$ cat src/rtl/core/ecg_autoscale_chart_mapper_assert.svh
// Assertion macros for the chart mapper
`ifndef ECG_AUTOSCALE_CHART_MAPPER_ASSERT_SVH
`define ECG_AUTOSCALE_CHART_MAPPER_ASSERT_SVH
`ifndef SYNTH
`define ECA_ASSERT_IMPL(label, clk, rst_n, a, c, msg) \
    label: assert property (@(posedge clk) disable iff (!rst_n) (a) |-> (c)) else $error(msg);
`define ECA_ASSERT_NEXT(label, clk, rst_n, a, c, msg) \
    label: assert property (@(posedge clk) disable iff (!rst_n) (a) |=> (c)) else $error(msg);
`else
`define ECA_ASSERT_IMPL(label, clk, rst_n, a, c, msg)
`define ECA_ASSERT_NEXT(label, clk, rst_n, a, c, msg)
`endif
`endif

$ cat src/rtl/core/eca_pkg.sv
package eca_pkg;
    localparam int SAMPLE_WIDTH_DEF  = 20;
    localparam int FRACTION_BITS_DEF = 12;
    localparam int REG_WIDTH         = 10;
    localparam int CFG_IDX_WIDTH     = 3;
    localparam int LEVEL_WIDTH       = 8;
    localparam int COEF_SHIFT        = 16;

    localparam logic [CFG_IDX_WIDTH-1:0] REG_ENV_FLOOR   = 3'd0;
    localparam logic [CFG_IDX_WIDTH-1:0] REG_ENV_CEIL    = 3'd1;
    localparam logic [CFG_IDX_WIDTH-1:0] REG_TGT_FLOOR   = 3'd2;
    localparam logic [CFG_IDX_WIDTH-1:0] REG_SCALE_FLOOR = 3'd3;
    localparam logic [CFG_IDX_WIDTH-1:0] REG_SCALE_CEIL  = 3'd4;

    localparam logic [16:0] K_BASE   = 17'd524;
    localparam logic [16:0] K_ATTACK = 17'd13107;
    localparam logic [16:0] K_DECAY  = 17'd328;
    localparam logic [16:0] K_SCALE  = 17'd1966;
    localparam logic [16:0] K_GAIN   = 17'd124518;
    localparam logic [16:0] K_LIMIT  = 17'd62259;

    typedef enum logic [3:0] {
        t_IDLE_S, t_BASE_S, t_ENV_S, t_ENVC_S, t_TGT_S, t_SCL_S, t_LIM_S,
        t_DIV_S, t_DONE_S, t_OUT_S
    } t_state;

    typedef struct packed {
        logic start;
        logic neg;
    } t_mul_ctl;
endpackage

$ cat src/rtl/core/eca_serial_mul.sv
module eca_serial_mul #(
    parameter int AW = 40
) (
    input  logic          i_clk,
    input  logic          i_rst_n,
    input  eca_pkg::t_mul_ctl i_ctl,
    input  logic [AW-1:0] i_mag,
    input  logic [16:0]   i_coef,
    output logic          o_done,
    output logic signed [AW:0] o_res
);
    import eca_pkg::*;
    localparam int PW = AW + 17;
    localparam int CW = 5;

    logic [PW-1:0] r_acc, n_acc;
    logic [AW-1:0] r_a;
    logic [16:0]   r_k;
    logic [CW-1:0] r_cnt;
    logic          r_busy, r_neg, r_done;
    logic [PW-1:0] w_rnd;
    logic [AW-1:0] w_mag;

    // add one partial product per coefficient bit
    always_comb begin
        n_acc = r_acc;
        if (r_k[0]) n_acc = r_acc + ({{17{1'b0}}, r_a} << r_cnt);
    end

    assign w_rnd = r_acc + PW'(32768);
    assign w_mag = w_rnd[COEF_SHIFT +: AW];
    assign o_res = r_neg ? -$signed({1'b0, w_mag}) : $signed({1'b0, w_mag});
    assign o_done = r_done;

    always_ff @(posedge i_clk) begin
        if (!i_rst_n) begin
            r_busy <= 1'b0;
            r_done <= 1'b0;
            r_cnt  <= '0;
        end else begin
            r_done <= 1'b0;
            if (i_ctl.start) begin
                r_busy <= 1'b1;
                r_cnt  <= '0;
                r_acc  <= '0;
                r_a    <= i_mag;
                r_k    <= i_coef;
                r_neg  <= i_ctl.neg;
            end else if (r_busy) begin
                r_acc <= n_acc;
                r_k   <= r_k >> 1;
                r_cnt <= r_cnt + 1'b1;
                if (r_cnt == CW'(16)) begin
                    r_busy <= 1'b0;
                    r_done <= 1'b1;
                end
            end
        end
    end
endmodule

$ cat src/rtl/core/ecg_autoscale_chart_mapper.sv
// One sample in flight: the input is stalled from acceptance until the result is handed over,
// plus any stall on the result. With leads on, five serial multiplies, an envelope clamping
// state, a restoring divide for the 8-bit quotient, then a finish state and a hand-over state
// make up the work; with leads off the sample goes straight to the hand-over state.
// Reset (synchronous, active low) restores register defaults, baseline 0,
// envelope 130 mV, scale 230 mV and arms the re-prime.
module ecg_autoscale_chart_mapper #(
    parameter int SAMPLE_WIDTH  = eca_pkg::SAMPLE_WIDTH_DEF,
    parameter int FRACTION_BITS = eca_pkg::FRACTION_BITS_DEF
) (
    input  logic                          i_clk,
    input  logic                          i_rst_n,
    input  logic                          i_valid,
    output logic                          o_stall,
    input  logic signed [SAMPLE_WIDTH-1:0] i_sample_value,
    input  logic                          i_leads_on,
    output logic                          o_valid,
    input  logic                          i_stall,
    output logic [eca_pkg::LEVEL_WIDTH-1:0] o_chart_level,
    output logic                          o_signal_ok,
    input  logic                          i_cfg_valid,
    output logic                          o_cfg_ready,
    input  logic [eca_pkg::CFG_IDX_WIDTH-1:0] i_cfg_index,
    input  logic [eca_pkg::REG_WIDTH-1:0] i_cfg_data
);
    import eca_pkg::*;
    `include "ecg_autoscale_chart_mapper_assert.svh"
    localparam int US = 4 + FRACTION_BITS;
    localparam int W  = SAMPLE_WIDTH + FRACTION_BITS + 3;
    localparam int AW = W;

    logic [REG_WIDTH-1:0] r_env_fl, r_env_cl, r_tgt_fl, r_scl_fl, r_scl_cl;
    logic signed [W-1:0] r_base, r_env, r_scl, r_x, r_cen, r_tgt, r_lim;
    logic r_prime;
    t_state r_st, n_st;
    logic r_ovalid;
    logic [LEVEL_WIDTH-1:0] r_level;
    logic r_ok;

    function automatic logic signed [W-1:0] mv(input logic [REG_WIDTH-1:0] v);
        mv = $signed(W'({v, {US{1'b0}}}));
    endfunction

    // multiplier operands
    t_mul_ctl w_mctl;
    logic signed [W-1:0] w_mop;
    logic [16:0] w_k;
    logic [AW-1:0] w_mmag;
    logic w_mdone;
    logic signed [AW:0] w_mres;
    logic signed [W-1:0] w_mr;
    logic r_mgo;

    assign w_mmag = w_mop[W-1] ? AW'(-w_mop) : AW'(w_mop);
    assign w_mctl.start = r_mgo;
    assign w_mctl.neg = w_mop[W-1];
    assign w_mr = W'(w_mres);

    eca_serial_mul #(.AW(AW)) u_mul (
        .i_clk(i_clk), .i_rst_n(i_rst_n), .i_ctl(w_mctl), .i_mag(w_mmag),
        .i_coef(w_k), .o_done(w_mdone), .o_res(w_mres)
    );

    logic signed [W-1:0] w_xc, w_mag;
    assign w_xc = (r_x < mv(10'd150) && r_x > -mv(10'd150)) ? r_x :
                  (r_x[W-1] ? -mv(10'd150) : mv(10'd150));
    assign w_mag = r_cen[W-1] ? -r_cen : r_cen;

    always_comb begin
        w_mop = '0;
        w_k = K_BASE;
        case (r_st)
            t_BASE_S: begin w_mop = w_xc - r_base; w_k = K_BASE; end
            t_ENV_S:  begin
                w_mop = w_mag - r_env;
                w_k = (w_mag > r_env) ? K_ATTACK : K_DECAY;
            end
            t_TGT_S:  begin w_mop = r_env; w_k = K_GAIN; end
            t_SCL_S:  begin w_mop = r_tgt - r_scl; w_k = K_SCALE; end
            t_LIM_S:  begin w_mop = r_scl; w_k = K_LIMIT; end
            default:  begin w_mop = '0; w_k = K_BASE; end
        endcase
    end

    // divider: quotient bits of (|c|*100)/scale, one per cycle
    localparam int QW = 8;
    logic [W+7:0] r_rem;
    logic [QW-1:0] r_q;
    logic [3:0] r_dcnt;
    logic r_dneg, r_dnz;
    logic [W+7:0] w_try;
    assign w_try = r_rem - ({8'd0, r_scl} << (QW - 1 - r_dcnt));

    // negative results round the magnitude up
    logic [QW-1:0] w_qfin;
    assign w_qfin = r_q + {{(QW-1){1'b0}}, (r_dneg && r_rem != '0)};

    always_comb begin
        n_st = r_st;
        case (r_st)
            t_IDLE_S: if (i_valid) n_st = i_leads_on ? t_BASE_S : t_OUT_S;
            t_BASE_S, t_ENV_S, t_TGT_S, t_SCL_S, t_LIM_S:
                if (w_mdone) n_st = t_state'(r_st + 4'd1);
            t_ENVC_S: n_st = t_TGT_S;
            t_DIV_S:  if (r_dcnt == 4'(QW - 1)) n_st = t_DONE_S;
            t_DONE_S: n_st = t_OUT_S;
            t_OUT_S:  if (!r_ovalid || !i_stall) n_st = t_IDLE_S;
            default:  n_st = t_IDLE_S;
        endcase
    end

    always_comb begin
        o_stall = (r_st != t_IDLE_S);
        o_cfg_ready = (r_st == t_IDLE_S) && !r_ovalid;
    end

    logic signed [W-1:0] w_ecl, w_lc, w_absl;
    always_comb begin
        w_ecl = r_env;
        if (w_ecl < mv(r_env_fl)) w_ecl = mv(r_env_fl);
        if (w_ecl > mv(r_env_cl)) w_ecl = mv(r_env_cl);
        w_lc = r_cen;
        if (w_lc < -r_lim) w_lc = -r_lim;
        if (w_lc > r_lim) w_lc = r_lim;
        w_absl = w_lc[W-1] ? -w_lc : w_lc;
    end

    logic signed [W-1:0] w_s1;
    always_comb begin
        w_s1 = r_scl + w_mr;
        if (w_s1 < mv(r_scl_fl)) w_s1 = mv(r_scl_fl);
        if (w_s1 > mv(r_scl_cl)) w_s1 = mv(r_scl_cl);
    end

    logic signed [W-1:0] w_xin;
    assign w_xin = W'(i_sample_value) <<< FRACTION_BITS;

    always_ff @(posedge i_clk) begin
        if (!i_rst_n) begin
            r_st <= t_IDLE_S;
            r_env_fl <= 10'd95; r_env_cl <= 10'd320; r_tgt_fl <= 10'd230;
            r_scl_fl <= 10'd210; r_scl_cl <= 10'd430;
            r_base <= '0; r_env <= mv(10'd130); r_scl <= mv(10'd230);
            r_prime <= 1'b1; r_ovalid <= 1'b0; r_mgo <= 1'b0;
        end else begin
            r_st <= n_st;
            r_mgo <= 1'b0;
            if (r_ovalid && !i_stall) r_ovalid <= 1'b0;
            if (i_cfg_valid && o_cfg_ready) begin
                case (i_cfg_index)
                    REG_ENV_FLOOR:   r_env_fl <= i_cfg_data;
                    REG_ENV_CEIL:    r_env_cl <= i_cfg_data;
                    REG_TGT_FLOOR:   r_tgt_fl <= i_cfg_data;
                    REG_SCALE_FLOOR: r_scl_fl <= i_cfg_data;
                    REG_SCALE_CEIL:  r_scl_cl <= i_cfg_data;
                    default: ;
                endcase
            end
            case (r_st)
                t_IDLE_S: if (i_valid) begin
                    r_ok <= i_leads_on;
                    r_level <= 8'd50;
                    if (!i_leads_on) r_prime <= 1'b1;
                    else begin
                        r_x <= w_xin;
                        r_mgo <= 1'b1;
                        if (r_prime) begin
                            r_base <= w_xin; r_env <= mv(10'd130);
                            r_scl <= mv(10'd230); r_prime <= 1'b0;
                        end
                    end
                end
                t_BASE_S: if (w_mdone) begin
                    r_base <= r_base + w_mr;
                    r_cen <= r_x - (r_base + w_mr);
                    r_mgo <= 1'b1;
                end
                t_ENV_S: if (w_mdone) r_env <= r_env + w_mr;
                t_ENVC_S: begin r_env <= w_ecl; r_mgo <= 1'b1; end
                t_TGT_S: if (w_mdone) begin
                    r_tgt <= (w_mr < mv(r_tgt_fl)) ? mv(r_tgt_fl) : w_mr;
                    r_mgo <= 1'b1;
                end
                t_SCL_S: if (w_mdone) begin r_scl <= w_s1; r_mgo <= 1'b1; end
                t_LIM_S: if (w_mdone) r_lim <= w_mr;
                default: ;
            endcase
            if (r_st == t_LIM_S && w_mdone) begin
                r_dcnt <= '0;
                r_dnz <= (r_scl > 0);
            end
            if (r_st == t_DIV_S) begin
                if (r_dcnt == 4'd0) begin
                    r_dneg <= w_lc[W-1];
                end
                r_dcnt <= r_dcnt + 4'd1;
            end
            if (r_st == t_DONE_S) begin
                if (!r_dnz) r_level <= 8'd100;
                else if (r_dneg) r_level <= (w_qfin > 8'd100) ? 8'd0 : 8'd100 - w_qfin;
                else r_level <= (w_qfin > 8'd100) ? 8'd200 : 8'd100 + w_qfin;
            end
            if (r_st == t_OUT_S && n_st == t_IDLE_S) begin
                r_ovalid <= 1'b1;
                o_chart_level <= r_level;
                o_signal_ok <= r_ok;
            end
        end
    end

    // divide: load remainder on entry, then restore per bit, shifting the quotient in
    always_ff @(posedge i_clk) begin
        if (r_st == t_LIM_S && w_mdone) begin
            r_rem <= '0;
            r_q   <= '0;
        end else if (r_st == t_DIV_S) begin
            if (r_dcnt == 4'd0) begin
                if ((W + 8)'(w_absl) * 7'd100 >= ({8'd0, r_scl} << (QW - 1))) begin
                    r_rem <= (W + 8)'(w_absl) * 7'd100 - ({8'd0, r_scl} << (QW - 1));
                    r_q <= {r_q[QW-2:0], 1'b1};
                end else begin
                    r_rem <= (W + 8)'(w_absl) * 7'd100;
                    r_q <= {r_q[QW-2:0], 1'b0};
                end
            end else if (!w_try[W+7]) begin
                r_rem <= w_try;
                r_q <= {r_q[QW-2:0], 1'b1};
            end else begin
                r_q <= {r_q[QW-2:0], 1'b0};
            end
        end
    end

    assign o_valid = r_ovalid;

    `ECA_ASSERT_IMPL(a_stall_busy, i_clk, i_rst_n, r_st != t_IDLE_S, o_stall, "busy but not stalling")
    `ECA_ASSERT_IMPL(a_cfg_idle, i_clk, i_rst_n, o_cfg_ready, r_st == t_IDLE_S, "cfg while busy")
    `ECA_ASSERT_NEXT(a_off_level, i_clk, i_rst_n, r_st == t_IDLE_S && i_valid && !i_leads_on, r_level == 8'd50, "leads off level")
endmodule
$ cat config.mk
export PLATFORM = sky130hd
export DESIGN_NAME = ecg_autoscale_chart_mapper
export DESIGN_NICKNAME = d
export VERILOG_FILES = /design/src/rtl/core/eca_pkg.sv /design/src/rtl/core/eca_serial_mul.sv /design/src/rtl/core/ecg_autoscale_chart_mapper.sv
export VERILOG_INCLUDE_DIRS = /design/src /design/src/rtl/core
export SDC_FILE = /design/constraint.sdc
export NUM_CORES = 2
export LEC_CHECK = 0
export BUFFER_PORTS_ARGS = -buffer_cell sky130_fd_sc_hd__buf_2
export CORE_MARGIN = 4
export CORE_UTILIZATION = 55
export CTS_CLUSTER_DIAMETER = 30
export DETAILED_ROUTE_END_ITERATION = 16
export GPL_TIMING_DRIVEN = 0
export HOLD_SLACK_MARGIN = 0.02
export PLACE_DENSITY = 0.85
export SLEW_MARGIN = 20
export SYNTH_ARGS = -nofsm -noshare
export SYNTH_HDL_FRONTEND = slang
export SYNTH_SLANG_ARGS = --single-unit
$ cat constraint.sdc
create_clock -name i_clk -period 13.5 [get_ports i_clk]
set_input_delay 2.7 -clock i_clk [delete_from_list [all_inputs] [get_ports i_clk]]
set_output_delay 2.7 -clock i_clk [all_outputs]
set_load 0.03 [all_outputs]
Yosys cells after proc, flatten, opt, wreduce, memory -nomap -nowiden:

Index checks and enable logic that the tools add are counted.

* input port bits: 39
* register bits after elaboration: 474
* logic and storage cells: 216

* multiplexer cells: 67
* reductions and logical operators: 52
* shift-type cells: 2
* equality and inequality tests: 22
* add/subtract/negate cells: 23
* $lt $le $gt $ge: 13
* $mul: 1
* bitwise gates (word level): 2

Operators with widths (count)
* $mux 35: 23
* $neg 35->35: 5
* $pmux 35 s5: 1
* $pmux 35 s2: 2
* $mux 43: 3
* $add 35x35->35: 3
* $lt 35x27->1: 3
* $pmux 35 s3: 1
* $sub 35x35->35: 3
* $mux 52: 2
* $gt 35x27->1: 2
* $gt 35x35->1: 2
* $pmux 17 s4: 1
* $mux 8: 7
* $add 52x52->52: 1
* $shl 35x5->52: 1
* $add 51x16->51 const B: 1
* $ge 43x42->1: 1
* $mul 43x5->41 const B: 1
* $reduce_bool 43->1: 1
* $shl 35x32->43: 1
* $sub 43x42->43: 1
* $sub 43x43->43: 1
* $gt 35x1->1 const B: 1
* other kinds (45): 114

Depth between registers and ports, before layout:

* depth after elaboration: 11
* mapped depth: 71
* depth with buffers taken out: 59

By module:

Synthesis repeated with hierarchy kept, for this count alone.

* cells, all modules: 6789
* area total of the unflattened synthesis: 54081.9 um^2

By module, submodules not included
* ecg_autoscale_chart_mapper: times used 1, area each 42981.2 um^2, cells an instance 5513
* eca_serial_mul: times used 1, area each 11100.6 um^2, cells an instance 1276

Worst setup path before layout:

No wires, ideal clock.

* path kind: register to register
* start: register r_lim[0]
* end: register r_rem[21]
* period minus slack after synthesis: 14.511 ns
* buffers on the path: 12
* arrival time: 14.382 ns
* library setup time: 0.130 ns
* cell stages (with the launch flop): 66
* slack: -1.011 ns
* path through: edfxtp_1 -> inv_1 -> ha_1 -> clkbuf_1 -> nor2b_1 -> nand3_1 -> or4_1 -> or3_1 -> xnor2_1 -> inv_1 -> ha_1 -> nand2_1 -> nor4_2 -> a211o_1 -> o21a_1 -> a2111oi_4 -> buf_6 -> buf_2 -> [30 not listed] -> or3_1 -> a21oi_1 -> xnor2_1 -> ha_1 -> a21o_1 -> a21o_1 -> a21oi_1 -> a21oi_1 -> a31oi_1 -> o21ai_0 -> a21oi_1 -> a21oi_1 -> a211oi_2 -> o211a_4 -> a21oi_4 -> buf_8 -> a211oi_1 -> nor3_2

* word-level cells in the longest chain between the ends: 11

Ends and longest elaborated chain
* start, declared: RTL line ecg_autoscale_chart_mapper.sv:33 `logic signed [W-1:0] r_base, r_env, r_scl, r_x, r_cen, r_tgt, r_lim;`
* start signal, assigned: RTL line ecg_autoscale_chart_mapper.sv:185 `t_LIM_S: if (w_mdone) r_lim <= w_mr;`
* $neg 35->35: RTL line ecg_autoscale_chart_mapper.sv:123 `if (w_lc < -r_lim) w_lc = -r_lim;`
* $lt 35x35->1: RTL line ecg_autoscale_chart_mapper.sv:123
* $mux 35: RTL line ecg_autoscale_chart_mapper.sv:123
* $gt 35x35->1: RTL line ecg_autoscale_chart_mapper.sv:124 `if (w_lc > r_lim) w_lc = r_lim;`
* $mux 35 (*): RTL line ecg_autoscale_chart_mapper.sv:124
* $neg 35->35: RTL line ecg_autoscale_chart_mapper.sv:125 `w_absl = w_lc[W-1] ? -w_lc : w_lc;`
* $mux 35 (*): RTL line ecg_autoscale_chart_mapper.sv:125
* $mul 43x5->41 (*): RTL line ecg_autoscale_chart_mapper.sv:218, ecg_autoscale_chart_mapper.sv:219, ecg_autoscale_chart_mapper.sv:222
* $sub 43x42->43 / $ge 43x42->1 (equally long branches): RTL line ecg_autoscale_chart_mapper.sv:219, ecg_autoscale_chart_mapper.sv:218
* $mux 43 (*): RTL line ecg_autoscale_chart_mapper.sv:218 `if ((W + 8)'(w_absl) * 7'd100 >= ({8'd0, r_scl} << (QW - 1))) begin`
* $mux 43 (*): RTL line ecg_autoscale_chart_mapper.sv:217 `if (r_dcnt == 4'd0) begin`
* end signal, assigned: RTL line ecg_autoscale_chart_mapper.sv:219 `r_rem <= (W + 8)'(w_absl) * 7'd100 - ({8'd0, r_scl} << (QW - 1));`
* end signal, assigned: RTL line ecg_autoscale_chart_mapper.sv:222 `r_rem <= (W + 8)'(w_absl) * 7'd100;`
* end signal, assigned: RTL line ecg_autoscale_chart_mapper.sv:226 `r_rem <= w_try;`
* end, declared: RTL line ecg_autoscale_chart_mapper.sv:87 `logic [W+7:0] r_rem;`

Every way passes the cells marked *; elsewhere a longest branch is shown, timed or not.
A chain may end at the register's enable or synchronous reset.

Worst setup path after layout:

* start: register r_lim[8]
* end: register r_rem[32]

The elaborated chain is that of the path after synthesis.

==> impl_metrics.sql <==
INSERT INTO impl_metrics (metric_group, metric, value, unit) VALUES
('die', 'fp.dieArea', '103000', 'µm²'),
('cells_and_area', 'post_layout_nonfiller_instances', '8395', ''),
('synthesis', 'synth-warning-count', '0', ''),
('synthesis', 'ys_seq_area_frac', '0.224', ''),
('worst_setup_path', 'timing.critical_path.from_type', 'flip-flop', ''),
('power_and_ir_drop', 'power.static_leakage', '26.8', 'nW'),
('timing', 'setup_tns', '-21.39', 'ns'),
('die', 'dieHeight', '320', 'µm'),
('synthesis', 'synth-simple-area-share', '0.190', ''),
('cells_and_area', 'post_route_cells_drive_above_1_share', '0.147', ''),
('worst_setup_path', 'crit_path_max_incr_delay', '0.63', 'ns'),
('clocking', 'clock_tree.buffer_depth', '3', ''),
('timing', 'timing.final.ws_setup', '-0.667', 'ns'),
('timing', 'clock-skew-final', '0.0284', 'ns'),
('synthesis', 'post_synth_instance_area', '53700', 'µm²'),
('drt', 'finalWirelength', '248000', 'µm'),
('drt', 'number_of_vias_after_detailed_routing', '57617', ''),
('synthesis', 'synth_cell_types', '127', ''),
('grt', 'grt.overflow.total', '0', ''),
('run_status', 'violations', 'setup timing', ''),
('die', 'core_region_area', '96700', 'µm²'),
('drt', 'ant_nets', '0', ''),
('worst_setup_path', 'cp.buffers_inverters', '17', ''),
('timing', 'timing_max_transition_violations_final', '0', ''),
('timing', 'timing.final.crit_share', '1.05', ''),
('worst_setup_path', 'critical-path-top-delay-family', 'compound AO/OA/AOI/OAI gates', ''),
('power_and_ir_drop', 'share_seq_of_total_power', '0.244', ''),
('timing', 'setup_violations', '37', ''),
('grt', 'grt_antenna_before_repair', '9', ''),
('synthesis', 'synth_area_per_cell', '8.12', 'µm²'),
('worst_setup_path', 'worstSetupEndpointType', 'flip-flop', ''),
('power_and_ir_drop', 'netsw', '2.35', 'mW'),
('power_and_ir_drop', 'p_int', '4.52', 'mW'),
('clocking', 'cts_clock_pin_slew_for_the_worst_setup_and_hold_paths', '0.04', 'ns'),
('synthesis', 'synth-seq-cells', '473', ''),
('die', 'initial_utilization', '0.555', ''),
('worst_setup_path', 'crit_arrival', '14.75', 'ns'),
('synthesis', 'synth_compound_gate_area_share', '0.233', ''),
('place', 'hpwlAfterDp', '188000', 'µm'),
('timing', 'rsz_0062_raised_after_global_routing', 'yes', ''),
('place', 'routabilityCongestion', '1.10', ''),
('job', 'drv.max_cap_violation_count', '0', ''),
('cells_and_area', 'layout.nets', '7665', ''),
('cells_and_area', 'layout_stage_area_growth_over_the_synthesis_result', '21.1', '%'),
('place', 'placed_cells', '7967', ''),
('timing', 'worst_pin_slew', '1.23', 'ns'),
('worst_setup_path', 'most_used_cell_along_the_critical_path', 'sky130_fd_sc_hd__buf_12', ''),
('grt', 'grt_start_max_net_pins', '27', ''),
('drt', 'drt-vias-per-instance', '6.86', ''),
('die', 'die_width', '320', 'µm'),
('timing', 'max_slew_margin', '0.180', ''),
('worst_setup_path', 'worst_ep_required_time', '14.08', 'ns'),
('synthesis', 'post_synth_xor_area_fraction', '0.0859', ''),
('synthesis', 'post_synth_mux_area_share', '0.0619', ''),
('synthesis', 'syn-instance-count', '6613', ''),
('clocking', 'cts_tree', 'done', ''),
('place', 'port_buffers', '50', ''),
('run_status', 'run_status', 'finished, violations left', ''),
('grt', 'number_of_global_route_vias_before_repair', '53546', ''),
('timing', 'achievable-frequency', '70.6', 'MHz'),
('synthesis', 'synthAdderAreaFrac', '0.152', ''),
('synthesis', 'mappedNetlistNets', '7281', ''),
('clocking', 'clkLatencyLatePin', '0.74', 'ns'),
('drt', 'route.detailed.drc', '0', ''),
('drt', 'detail_route.wl_per_cell', '29.5', 'µm'),
('power_and_ir_drop', 'total_power_divided_by_cell_area', '106', 'nW/µm²'),
('drt', 'drt_first_iter_violations', '7639', ''),
('die', 'io_pins', '51', ''),
('power_and_ir_drop', 'switching_share', '0.342', ''),
('clocking', 'cts-htree-levels', '4', ''),
('worst_setup_path', 'criticalPathCategory', 'reg -> reg', '');
-- layout by cell type, fill, tap and decap left out, drive strengths merged, types with 67 or more instances in the layout --
cell type and instances:
a21o 194, xnor2 353, and3 69, a31oi 78
nor3 145, nand4 80, nor2 559, ha 589
buf 309, clkbuf 349, nand2 574, o21ai 407
a211oi 86, o21a 83, nand3 157, edfxtp 253
and2 67, inv 504, xor2 171, dfxtp 220
nor2b 74, mux2i 194, nand2b 87, a21oi 486
-- final timing paths --
| kind | startpoint | cells after the start | to | slack [ns] |
|---|---|---|---|---|
| worst max-delay path | r_lim[8] | 64 | r_rem[32] | -0.67 |
| worst min-delay path | r_level[0] | 0 | o_chart_level[0] | 0.42 |
| worst max register to register | r_lim[8] | 64 | r_rem[32] | -0.67 |
| worst min register to register | r_level[0] | 0 | o_chart_level[0] | 0.42 |
-- flip-flops by register name (all words and copies together), names as in the netlist, 10 cells and up --
signal / cells
r_env_fl: 10
r_x: 20
u_mul.r_a: 35
r_scl: 35
u_mul.r_k: 17
r_rem: 43
r_tgt: 35
r_env: 35
r_base: 35
r_scl_fl: 10
r_env_cl: 10
u_mul.r_acc: 51
r_tgt_fl: 10
r_scl_cl: 10
r_cen: 35
r_lim: 35
-- repair_timing --
action | 4_1_cts | 5_1_grt
gates resized for setup | 315 | 178
setup endpoints to repair | 37 | 37
buffers inserted | 120 | 54
cloned | 2 | 0
endpoints found under the hold margin | 0 | 0
pin swaps | 98 | 125
-- cell usage after synthesis (28+ instances only) --
library cell,number,share of area
sky130_fd_sc_hd__o21bai_1,39,0.0055
sky130_fd_sc_hd__nor2_1,557,0.039
sky130_fd_sc_hd__and2_1,67,0.0078
sky130_fd_sc_hd__fa_1,40,0.015
sky130_fd_sc_hd__nor4_1,57,0.0066
sky130_fd_sc_hd__nand2b_1,87,0.010
sky130_fd_sc_hd__o211ai_1,61,0.0085
sky130_fd_sc_hd__buf_1,28,0.0020
sky130_fd_sc_hd__a21o_1,194,0.027
sky130_fd_sc_hd__nor3_1,138,0.013
sky130_fd_sc_hd__dfxtp_1,220,0.082
sky130_fd_sc_hd__o22ai_1,58,0.0068
sky130_fd_sc_hd__xor2_1,171,0.028
sky130_fd_sc_hd__xnor2_1,353,0.058
sky130_fd_sc_hd__o21a_1,83,0.012
sky130_fd_sc_hd__or2_2,32,0.0037
sky130_fd_sc_hd__a22oi_1,52,0.0073
sky130_fd_sc_hd__mux4_2,29,0.012
sky130_fd_sc_hd__clkbuf_1,185,0.013
sky130_fd_sc_hd__a21oi_1,484,0.045
sky130_fd_sc_hd__or3_1,60,0.0070
sky130_fd_sc_hd__nand3_1,154,0.014
sky130_fd_sc_hd__mux2_2,60,0.013
sky130_fd_sc_hd__nor2b_1,74,0.0086
sky130_fd_sc_hd__a31oi_1,78,0.0091
sky130_fd_sc_hd__mux2i_1,194,0.036
sky130_fd_sc_hd__o21ai_0,381,0.036
sky130_fd_sc_hd__nand2_1,573,0.040
sky130_fd_sc_hd__a211oi_1,83,0.012
sky130_fd_sc_hd__inv_1,481,0.034
sky130_fd_sc_hd__o31ai_1,38,0.0053
sky130_fd_sc_hd__nand4_1,76,0.0089
sky130_fd_sc_hd__and3_1,69,0.0080
sky130_fd_sc_hd__ha_1,589,0.14
sky130_fd_sc_hd__edfxtp_1,253,0.14
-- power by group through the flow --
stage / Clock [mW] / Sequential (mW) / Combinational, mW
2_1_floorplan: 0 / 1.67 / 1.23
3_3_place_gp: 0 / 1.69 / 1.74
3_5_place_dp: 0 / 1.69 / 1.78
4_1_cts: 3.30 / 1.67 / 1.80
5_1_grt: 3.40 / 1.67 / 1.99
6_report: 3.31 / 1.67 / 1.88
-- kinds of logic (layout without fill, tap and decap cells) --
logic type | after synthesis | in the layout
xor+xnor | 525 | 525
compound gates | 1892 | 1892
buf+inv | 731 | 1223
flops | 473 | 473
fa+ha+maj | 629 | 629
mux | 287 | 287
other cells | 1 | 15
simple gates | 2075 | 2075
-- layout make-up --
class	instances	area [µm²]
Sequential cell	473	12000
Timing Repair Buffer	253	2160
Clock inverter	80	1040
Buffer	240	1210
Clock buffer	165	3630
Inverter	485	1820
Antenna cell	14	35.0
Tap cell	1276	1600
Multi-Input combinational cell	5409	41500
Fill cell	7665	31700
-- metal layers --
layer / up-vias / GRT usage / routed length, µm
met3: 1159 / 0.120 / 30500
met1: 27339 / 0.560 / 91100
met2: 4008 / 0.678 / 103000
met4: 6 / 0.330 / 23100
li1: 25105 / - / -
met5: - / 0 / 87
-- through the flow --
step	power, mW	setup slack, ns	area, µm²	util	hold WS, ns
after floorplan	2.90	0.00351	53700	-	0.400
after global routing	7.06	-1.14	65000	0.672	0.420
after CTS	6.78	-0.178	63700	0.658	0.415
final	6.87	-0.667	65000	0.672	0.415
after detailed placement	3.48	-4.37	56300	0.582	0.405
after global placement	3.43	-4.25	55600	0.575	0.404
Power figures use the tool's default switching activity.
